**src/sv/mtes_pkg.sv**
```systemverilog
package mtes_pkg;

    // Input operation codes.
    typedef enum logic {
        OP_EVENT = 1'b0,
        OP_END   = 1'b1
    } t_op;

    // Widths of the fixed input and output fields.
    localparam int TICK_W    = 28;
    localparam int LEN_W     = 3;
    localparam int BYTE_W    = 8;
    localparam int TLEN_W    = 32;

    // Number of event byte fields on the input channel.
    localparam int EVENT_FIELDS = 7;

    // A delta time is coded in at most four 7-bit groups.
    localparam int VLQ_BYTES = 4;
    localparam int VLQ_GRP_W = 7;

    // Byte constants of the track chunk.
    localparam logic [BYTE_W-1:0] VLQ_MORE      = 8'h80;
    localparam logic [BYTE_W-1:0] META_STATUS   = 8'hFF;
    localparam logic [BYTE_W-1:0] META_EOT_TYPE = 8'h2F;
    localparam logic [BYTE_W-1:0] ZERO_BYTE     = 8'h00;

    // End of track is always four bytes long.
    localparam int EOT_BYTES = 4;

    typedef logic [BYTE_W-1:0] t_byte;

endpackage

```
**src/sv/mtes_encoder.sv**
```systemverilog
module mtes_encoder
    import mtes_pkg::*;
#(
    parameter int MAX_EVENT_BYTES = 7,
    parameter int FRAME_BYTES     = 11,
    parameter int CNT_W           = 4
) (
    input  logic              i_clk,
    input  logic              i_rst_n,
    input  logic              i_valid,
    output logic              o_ready,
    input  logic              i_op,
    input  logic [TICK_W-1:0] i_event_tick,
    input  logic [LEN_W-1:0]  i_event_length,
    input  t_byte             i_ev_bytes [EVENT_FIELDS],
    output logic              o_frame_valid,
    input  logic              i_frame_take,
    output t_byte             o_frame_bytes [FRAME_BYTES],
    output logic [CNT_W-1:0]  o_frame_cnt,
    output logic [TLEN_W-1:0] o_frame_tlen
);

    logic [TICK_W-1:0] r_prev_tick;
    logic [TLEN_W-1:0] r_count;
    logic              r_valid;
    t_byte             r_bytes [FRAME_BYTES];
    logic [CNT_W-1:0]  r_cnt;
    logic [TLEN_W-1:0] r_tlen;

    logic              accept;
    logic [TICK_W-1:0] delta;
    logic [1:0]        groups_m1;
    logic [LEN_W-1:0]  len;
    t_byte             vlq [VLQ_BYTES];
    t_byte             n_bytes [FRAME_BYTES];
    logic [CNT_W-1:0]  n_cnt;
    logic [TLEN_W-1:0] n_tlen;
    logic              is_end;

    assign accept  = i_valid && o_ready;
    assign o_ready = !r_valid || i_frame_take;
    assign is_end  = (i_op == OP_END);

    // Saturating delta and number of 7-bit groups needed to code it.
    always_comb begin
        delta = (i_event_tick >= r_prev_tick) ? (i_event_tick - r_prev_tick) : '0;
        if (delta[27:21] != '0) begin
            groups_m1 = 2'd3;
        end else if (delta[20:14] != '0) begin
            groups_m1 = 2'd2;
        end else if (delta[13:7] != '0) begin
            groups_m1 = 2'd1;
        end else begin
            groups_m1 = 2'd0;
        end
    end

    always_comb begin
        if (i_event_length == '0) begin
            len = LEN_W'(1);
        end else if (i_event_length > LEN_W'(MAX_EVENT_BYTES)) begin
            len = LEN_W'(MAX_EVENT_BYTES);
        end else begin
            len = i_event_length;
        end
    end

    // Most significant group goes first; all but the final group carry the
    // continuation bit.
    always_comb begin
        logic [1:0] gi;
        for (int j = 0; j < VLQ_BYTES; j++) begin
            gi     = groups_m1 - 2'(j);
            vlq[j] = {1'b0, delta[VLQ_GRP_W*gi +: VLQ_GRP_W]};
            if (2'(j) != groups_m1) begin
                vlq[j] = vlq[j] | VLQ_MORE;
            end
        end
    end

    // Assemble the whole byte frame for this transaction.
    always_comb begin
        logic [3:0] eidx;
        for (int p = 0; p < FRAME_BYTES; p++) begin
            n_bytes[p] = ZERO_BYTE;
            eidx       = 4'(p) - {2'b00, groups_m1} - 4'd1;
            if (is_end) begin
                if (p == 1) begin
                    n_bytes[p] = META_STATUS;
                end else if (p == 2) begin
                    n_bytes[p] = META_EOT_TYPE;
                end
            end else if (p < VLQ_BYTES && 2'(p) <= groups_m1) begin
                n_bytes[p] = vlq[p % VLQ_BYTES];
            end else if (eidx < 4'(EVENT_FIELDS)) begin
                n_bytes[p] = i_ev_bytes[eidx[2:0]];
            end
        end
        if (is_end) begin
            n_cnt  = CNT_W'(EOT_BYTES);
            n_tlen = r_count + TLEN_W'(EOT_BYTES);
        end else begin
            n_cnt  = CNT_W'(groups_m1) + CNT_W'(1) + CNT_W'(len);
            n_tlen = '0;
        end
    end

    always_ff @(posedge i_clk) begin
        if (!i_rst_n) begin
            r_prev_tick <= '0;
            r_count     <= '0;
            r_valid     <= 1'b0;
        end else begin
            if (o_ready) begin
                r_valid <= i_valid;
            end
            if (accept) begin
                if (is_end) begin
                    r_prev_tick <= '0;
                    r_count     <= '0;
                end else begin
                    r_prev_tick <= i_event_tick;
                    r_count     <= r_count + TLEN_W'(n_cnt);
                end
            end
        end
    end

    always_ff @(posedge i_clk) begin
        if (accept) begin
            r_bytes <= n_bytes;
            r_cnt   <= n_cnt;
            r_tlen  <= n_tlen;
        end
    end

    assign o_frame_valid = r_valid;
    assign o_frame_bytes = r_bytes;
    assign o_frame_cnt   = r_cnt;
    assign o_frame_tlen  = r_tlen;

`ifndef SYNTHESIS
    a_end_clears_state: assert property (@(posedge i_clk) disable iff (!i_rst_n)
        accept && is_end |=> r_count == '0 && r_prev_tick == '0)
        else $error("end of track did not clear the track state");

    a_frame_held: assert property (@(posedge i_clk) disable iff (!i_rst_n)
        r_valid && !i_frame_take |=> r_valid && $stable(r_cnt))
        else $error("pending frame lost before it was taken");
`endif

endmodule

```
**src/sv/mtes_shifter.sv**
```systemverilog
module mtes_shifter
    import mtes_pkg::*;
#(
    parameter int FRAME_BYTES = 11,
    parameter int CNT_W       = 4
) (
    input  logic              i_clk,
    input  logic              i_rst_n,
    input  logic              i_frame_valid,
    output logic              o_frame_take,
    input  t_byte             i_frame_bytes [FRAME_BYTES],
    input  logic [CNT_W-1:0]  i_frame_cnt,
    input  logic [TLEN_W-1:0] i_frame_tlen,
    output logic              o_valid,
    input  logic              i_ready,
    output t_byte             o_out_byte,
    output logic              o_last,
    output logic [TLEN_W-1:0] o_track_length
);

    localparam int IDX_W = $clog2(FRAME_BYTES);

    t_byte             r_buf [FRAME_BYTES];
    logic [CNT_W-1:0]  r_cnt;
    logic [IDX_W-1:0]  r_idx;
    logic [TLEN_W-1:0] r_tlen;
    logic              r_busy;
    logic              r_out_valid;
    t_byte             r_out_byte;
    logic              r_out_last;
    logic [TLEN_W-1:0] r_out_tlen;

    logic advance;
    logic buf_last;
    logic buf_free;

    assign advance      = !r_out_valid || i_ready;
    assign buf_last     = (CNT_W'(r_idx) + CNT_W'(1) == r_cnt);
    assign buf_free     = !r_busy || (advance && buf_last);
    assign o_frame_take = i_frame_valid && buf_free;

    always_ff @(posedge i_clk) begin
        if (!i_rst_n) begin
            r_busy      <= 1'b0;
            r_out_valid <= 1'b0;
        end else begin
            if (advance) begin
                r_out_valid <= r_busy;
            end
            if (o_frame_take) begin
                r_busy <= 1'b1;
            end else if (advance && buf_last) begin
                r_busy <= 1'b0;
            end
        end
    end

    always_ff @(posedge i_clk) begin
        if (advance && r_busy) begin
            r_out_byte <= r_buf[r_idx];
            r_out_last <= buf_last;
            r_out_tlen <= buf_last ? r_tlen : '0;
        end
        if (o_frame_take) begin
            r_buf  <= i_frame_bytes;
            r_cnt  <= i_frame_cnt;
            r_tlen <= i_frame_tlen;
            r_idx  <= '0;
        end else if (advance && r_busy) begin
            r_idx <= r_idx + IDX_W'(1);
        end
    end

    assign o_valid        = r_out_valid;
    assign o_out_byte     = r_out_byte;
    assign o_last         = r_out_last;
    assign o_track_length = r_out_tlen;

`ifndef SYNTHESIS
    a_idx_in_frame: assert property (@(posedge i_clk) disable iff (!i_rst_n)
        r_busy |-> CNT_W'(r_idx) < r_cnt)
        else $error("byte index ran past the end of the frame");

    a_length_on_last: assert property (@(posedge i_clk) disable iff (!i_rst_n)
        r_out_valid && r_out_tlen != '0 |-> r_out_last)
        else $error("track length shown on a byte that is not the last");
`endif

endmodule

```
**src/sv/midi_track_event_serializer_unit.sv**
```systemverilog
// Track chunk serializer for a Standard MIDI File.
// Input channel (i_valid / o_ready): one transaction is either a timed event
// (absolute tick plus one to seven event bytes) or an end-of-track request.
// Output channel (o_valid / i_ready): one transaction per track data byte.
// An event produces its tick delta as a variable-length quantity of one to
// four bytes followed by its event bytes; o_last marks the final byte.
// End of track produces 00 FF 2F 00, shows the total track length on the
// final byte, and clears the previous tick and the byte count.
// An accepted transaction moves from the frame register to the frame buffer
// and leaves byte by byte through the output register. The output runs at
// one byte per cycle without gaps while i_ready is high and frames wait; a
// transaction is two to eleven bytes for an event, four for end of track;
// the single output byte port sets that rate. A frame register and a frame
// buffer let the next transaction be accepted while the current one goes out.
// Reset (synchronous, active low) clears the previous tick, the byte count
// and all valid flags. When the receiver stalls, the output byte holds and
// the frame buffer and frame register fill, after which o_ready drops.
module midi_track_event_serializer_unit
    import mtes_pkg::*;
#(
    parameter int MAX_EVENT_BYTES = 7
) (
    input  logic              i_clk,
    input  logic              i_rst_n,
    input  logic              i_valid,
    output logic              o_ready,
    input  logic              i_op,
    input  logic [TICK_W-1:0] i_event_tick,
    input  logic [LEN_W-1:0]  i_event_length,
    input  logic [BYTE_W-1:0] i_byte_a,
    input  logic [BYTE_W-1:0] i_byte_b,
    input  logic [BYTE_W-1:0] i_byte_c,
    input  logic [BYTE_W-1:0] i_byte_d,
    input  logic [BYTE_W-1:0] i_byte_e,
    input  logic [BYTE_W-1:0] i_byte_f,
    input  logic [BYTE_W-1:0] i_byte_g,
    output logic              o_valid,
    input  logic              i_ready,
    output logic [BYTE_W-1:0] o_out_byte,
    output logic              o_last,
    output logic [TLEN_W-1:0] o_track_length
);

    // A frame holds the longest delta code plus the largest event.
    localparam int FRAME_BYTES = VLQ_BYTES + MAX_EVENT_BYTES;
    localparam int CNT_W       = $clog2(FRAME_BYTES + 1);

    t_byte             ev_bytes [EVENT_FIELDS];
    logic              frame_valid;
    logic              frame_take;
    t_byte             frame_bytes [FRAME_BYTES];
    logic [CNT_W-1:0]  frame_cnt;
    logic [TLEN_W-1:0] frame_tlen;

    // Event bytes in transmit order.
    assign ev_bytes[0] = i_byte_a;
    assign ev_bytes[1] = i_byte_b;
    assign ev_bytes[2] = i_byte_c;
    assign ev_bytes[3] = i_byte_d;
    assign ev_bytes[4] = i_byte_e;
    assign ev_bytes[5] = i_byte_f;
    assign ev_bytes[6] = i_byte_g;

    // The encoder computes the delta and the complete byte frame of a
    // transaction in one pass and keeps the running tick and byte count.
    mtes_encoder #(
        .MAX_EVENT_BYTES (MAX_EVENT_BYTES),
        .FRAME_BYTES     (FRAME_BYTES),
        .CNT_W           (CNT_W)
    ) u_encoder (
        .i_clk          (i_clk),
        .i_rst_n        (i_rst_n),
        .i_valid        (i_valid),
        .o_ready        (o_ready),
        .i_op           (i_op),
        .i_event_tick   (i_event_tick),
        .i_event_length (i_event_length),
        .i_ev_bytes     (ev_bytes),
        .o_frame_valid  (frame_valid),
        .i_frame_take   (frame_take),
        .o_frame_bytes  (frame_bytes),
        .o_frame_cnt    (frame_cnt),
        .o_frame_tlen   (frame_tlen)
    );

    // The shifter feeds the output register one byte per cycle unless stalled.
    mtes_shifter #(
        .FRAME_BYTES (FRAME_BYTES),
        .CNT_W       (CNT_W)
    ) u_shifter (
        .i_clk          (i_clk),
        .i_rst_n        (i_rst_n),
        .i_frame_valid  (frame_valid),
        .o_frame_take   (frame_take),
        .i_frame_bytes  (frame_bytes),
        .i_frame_cnt    (frame_cnt),
        .i_frame_tlen   (frame_tlen),
        .o_valid        (o_valid),
        .i_ready        (i_ready),
        .o_out_byte     (o_out_byte),
        .o_last         (o_last),
        .o_track_length (o_track_length)
    );

endmodule
```
**config.mk**
```make
export PLATFORM = sky130hd
export DESIGN_NAME = midi_track_event_serializer_unit
export DESIGN_NICKNAME = d
export VERILOG_FILES = /design/src/sv/mtes_pkg.sv /design/src/sv/mtes_encoder.sv /design/src/sv/mtes_shifter.sv /design/src/sv/midi_track_event_serializer_unit.sv
export SDC_FILE = /design/constraint.sdc
export NUM_CORES = 1
export LEC_CHECK = 0
export ABC_AREA = 1
export BUFFER_PORTS_ARGS = -buffer_cell sky130_fd_sc_hd__buf_2
export CORE_ASPECT_RATIO = 0.6
export CORE_UTILIZATION = 45
export DETAILED_ROUTE_END_ITERATION = 8
export GPL_ROUTABILITY_DRIVEN = 0
export PLACE_DENSITY = 0.6
export SETUP_SLACK_MARGIN = 0.5
export SLEW_MARGIN = 20
export SYNTH_ARGS = -nofsm -noshare
export SYNTH_HDL_FRONTEND = slang
export SYNTH_SLANG_ARGS = --single-unit
```
**constraint.sdc**
```tcl
create_clock -name i_clk -period 11.42 [get_ports i_clk]
set_input_delay 1.142 -clock i_clk [delete_from_list [all_inputs] [get_ports i_clk]]
set_output_delay 1.142 -clock i_clk [all_outputs]
set_load 0.05 [all_outputs]
```
==> out/metrics.yaml <==
setup-violations-final: 0
antenna_found_initial: 2
cts.path.max_buffers: 3
clkSinkCount: 356
routed_wirelength_um: 52400
slowest_delay_ns: 1.09
cp.required_ns: 11.85
finalInstanceArea_sq_mm: 0.0209
initial_core_util_pct: 45.9
synth_area_sq_mm: 0.0186
finalSetupTns_ns: 0
die-area_sq_mm: 0.0422
yosysSeqAreaShare_pct: 53.8
netlist_top_cells_area: "edfxtp_1 (47%), nand2_1 (9.3%), dfxtp_1 (7.2%)"
synthSimpleGateAreaFrac_pct: 23.0
route.antenna.remaining_nets: 0
yosysTopAreaCellShare_pct: 46.6
synth_compound_area_share_pct: 9.81
final.period_utilization_pct: 69.4
ys_top_cells_by_count: "nand2_1 (461), inv_1 (323), edfxtp_1 (289), nor2_1 (239), nand3_1 (190)"
ir_drop_v: 0.0000980
syn_nets: 2286
synth_cells: 2152
synth_mux_area_share_pct: 0.861
ys_async_sr_fraction_pct: 0
drcViolationCount: 0
crit_arrival_ns: 8.35
tightest_slew_ns: 1.02
drt-vias-per-instance: 5.43
port_buffers: 134
nNetsFinal: 2397
fin_util_pct: 51.5
leakage_nw: 8.84
cts_resized: 0
r2r_slack_ns: 3.91
fin_ws_ns: 3.50
cp_max_fo: 47
hold_viol: 0
yosysMostFrequentCell: "nand2_1"
end_kind: "flop"
drv_slew: 0
core_area_sq_mm: 0.0406
status: "complete, no violations"
fin_worst_skew_ns: 0.0230
grt_first_pass_wirelength_um: 80700
vias: 15328
crit_top_cell: "nand2_1"
die_w_um: 265
chipHeight_um: 160
rsz0062_at_grt: "false"
cts-htree-levels: 2
placed_cell_area_sq_mm: 0.0197
synth_cell_types: 47
r2r-end: "u_encoder.r_count[18]$_SDFFE_PN0P_"
fmax_ghz: 0.126
crit_start: "i_event_tick[0]"
grt_max_degree: 74
core.rowCount: 57
numCtsBuffers: 36
path_clk_slew_ns: 0.07
hpwl_um: 37500
insertion_delay_ns: 0.55
cts-root-buf: "clkbuf_16"
cts_setup_buffers: 0
crit_path_end: "u_encoder.r_count[18]$_SDFFE_PN0P_"
grt_use_total_pct: 24.9
r2r-start: "u_encoder.r_prev_tick[0]$_SDFFE_PN0P_"
yosys.area.top_type: "edfxtp_1"
hold_path_class: "flop to flop"
drive_gt1_share_pct: 10.8
synth_edf_count: 289
synthToLayoutAreaGrowth_pct: 12.3
rr_worst_depth: 33
grt_pass1_vias: 14050
postCtsHoldBufs: 0
start_kind: "input port"
synth_top_family_by_area: "simple AND/OR/NAND/NOR gates"
critPathKind: "input port to flop"
dpl_worst_slack_ns: 3.14
grt_overflow: 0
post_drt_wl_per_cell_um: 18.5
cts_tree: "yes"
layout_min_cycle_time_ns: 7.92
synth_xor_area_share_pct: 0.706
drtPass1Iterations: 6
yosys_warnings: 0
final-seq-area_sq_mm: 0.0100
multi_input_area_sq_mm: 0.00696
n_fill_cell: 3800
crit_slowest_cell: "ha_1"
synth-seq-cells: 356
syn_area_per_cell_sq_um: 8.65
synthAdderAreaFrac_pct: 2.95
p_per_area_mw_per_mm2: 165
io-pin-count: 135
slew_headroom_pct: 31.9
max_cap_violations: 0
ys.flop_type: "edfxtp_1"
drt_iter0_markers: 1817
## worst max-delay path: cells and delay by family
kind	cells	cell delay, ns
and+or+nand+nor	21	3.61
AOI/OAI and AO/OA	2	0.12
adders and majority gates	5	2.50
buffers and inverters	7	0.94
## cells in the final DEF, fill, tap and decap left out, types with 18 or more instances in the layout
master,count
nand2_1,460
ha_1,39
a21oi_1,99
o21ai_1,26
inv_1,323
buf_2,134
o21ai_0,99
dfxtp_1,66
edfxtp_1,289
nand4_1,21
nor2_1,237
buf_4,18
nand3_1,190
nor3_1,39
a211oi_1,28
clkbuf_16,36
## stage by stage
step           cells  hold WS [ns]  power (mW)
3_3_place_gp    2756         0.401        2.26
6_report        2824         0.402        3.45
5_1_grt         2824         0.419        3.60
4_1_cts         2822         0.406        3.47
3_5_place_dp    2756         0.405        2.27
2_1_floorplan   2152         0.400        2.06
## routing by layer
layer  vias up  GRT usage, %  share of wire, %  wire [um]
met5         -             0                 0          0
met4         0          6.77               2.3       1200
met3        79          5.71               9.9       5170
met2       632          33.5                39      20500
met1      7192          39.4                49      25500
li1       7425             -                 -          -
## state kept, by name (all words and copies together) (netlist names)
signal	flops
u_shifter.o_out_byte	8
u_shifter.r_busy	1
u_shifter.o_valid	1
u_encoder.r_count	32
u_encoder.o_frame_valid	1
u_shifter.o_last	1
u_shifter.r_idx	4
u_encoder.o_frame_cnt	4
u_encoder.o_frame_tlen	32
u_shifter.r_tlen	32
u_shifter.r_cnt	4
u_encoder.o_frame_bytes	88
u_encoder.r_prev_tick	28
u_shifter.r_buf	88
u_shifter.o_track_length	32
## worst min-delay path by stage
stage / from / cells past startpoint / slack, ns / end
floorplan: u_encoder.o_frame_bytes[0]$_SDFFCE_PP0P_ / 0 / 0.40 / u_shifter.r_buf[0]$_DFFE_PP_
detailed placement: u_encoder.o_frame_bytes[11]$_SDFFCE_PP0P_ / 0 / 0.40 / u_shifter.r_buf[11]$_DFFE_PP_
global route: u_encoder.o_frame_tlen[4]$_SDFFCE_PN0P_ / 0 / 0.42 / u_shifter.r_tlen[4]$_DFFE_PP_
global placement: u_encoder.o_frame_bytes[23]$_SDFFCE_PP0P_ / 0 / 0.40 / u_shifter.r_buf[23]$_DFFE_PP_
finish: u_encoder.o_frame_tlen[10]$_SDFFCE_PN0P_ / 0 / 0.40 / u_shifter.r_tlen[10]$_DFFE_PP_
CTS: u_encoder.o_frame_tlen[10]$_SDFFCE_PN0P_ / 0 / 0.41 / u_shifter.r_tlen[10]$_DFFE_PP_
## area by class of cell
| type | count | share of cell area, % |
|---|---|---|
| Sequential cell | 356 | 48.0 |
| Clock buffer | 42 | 4.56 |
| Antenna cell | 2 | 0.0240 |
| Timing Repair Buffer | 152 | 3.86 |
| Clock inverter | 24 | 1.13 |
| Multi-Input combinational cell | 1385 | 33.3 |
| Inverter | 332 | 5.98 |
| Tap cell | 531 | 3.18 |
## report_power, final
group / leakage [nW] / total [mW] / internal (mW) / switching, mW
combinational: 4.92 / 0.702 / 0.199 / 0.502
clock: 0.577 / 1.20 / 0.676 / 0.522
sequential: 3.35 / 1.55 / 1.52 / 0.0257
## cell families (layout without fill, tap and decap cells)
| kind of cell | Yosys count | in the layout |
|---|---|---|
| compound gates | 316 | 316 |
| xor+xnor | 15 | 15 |
| fa+ha+maj | 42 | 42 |
| buf+inv | 411 | 550 |
| flops | 356 | 356 |
| mux | 16 | 16 |
| other cells | 0 | 2 |
| simple gates | 996 | 996 |
Power figures use the tool's default switching activity.
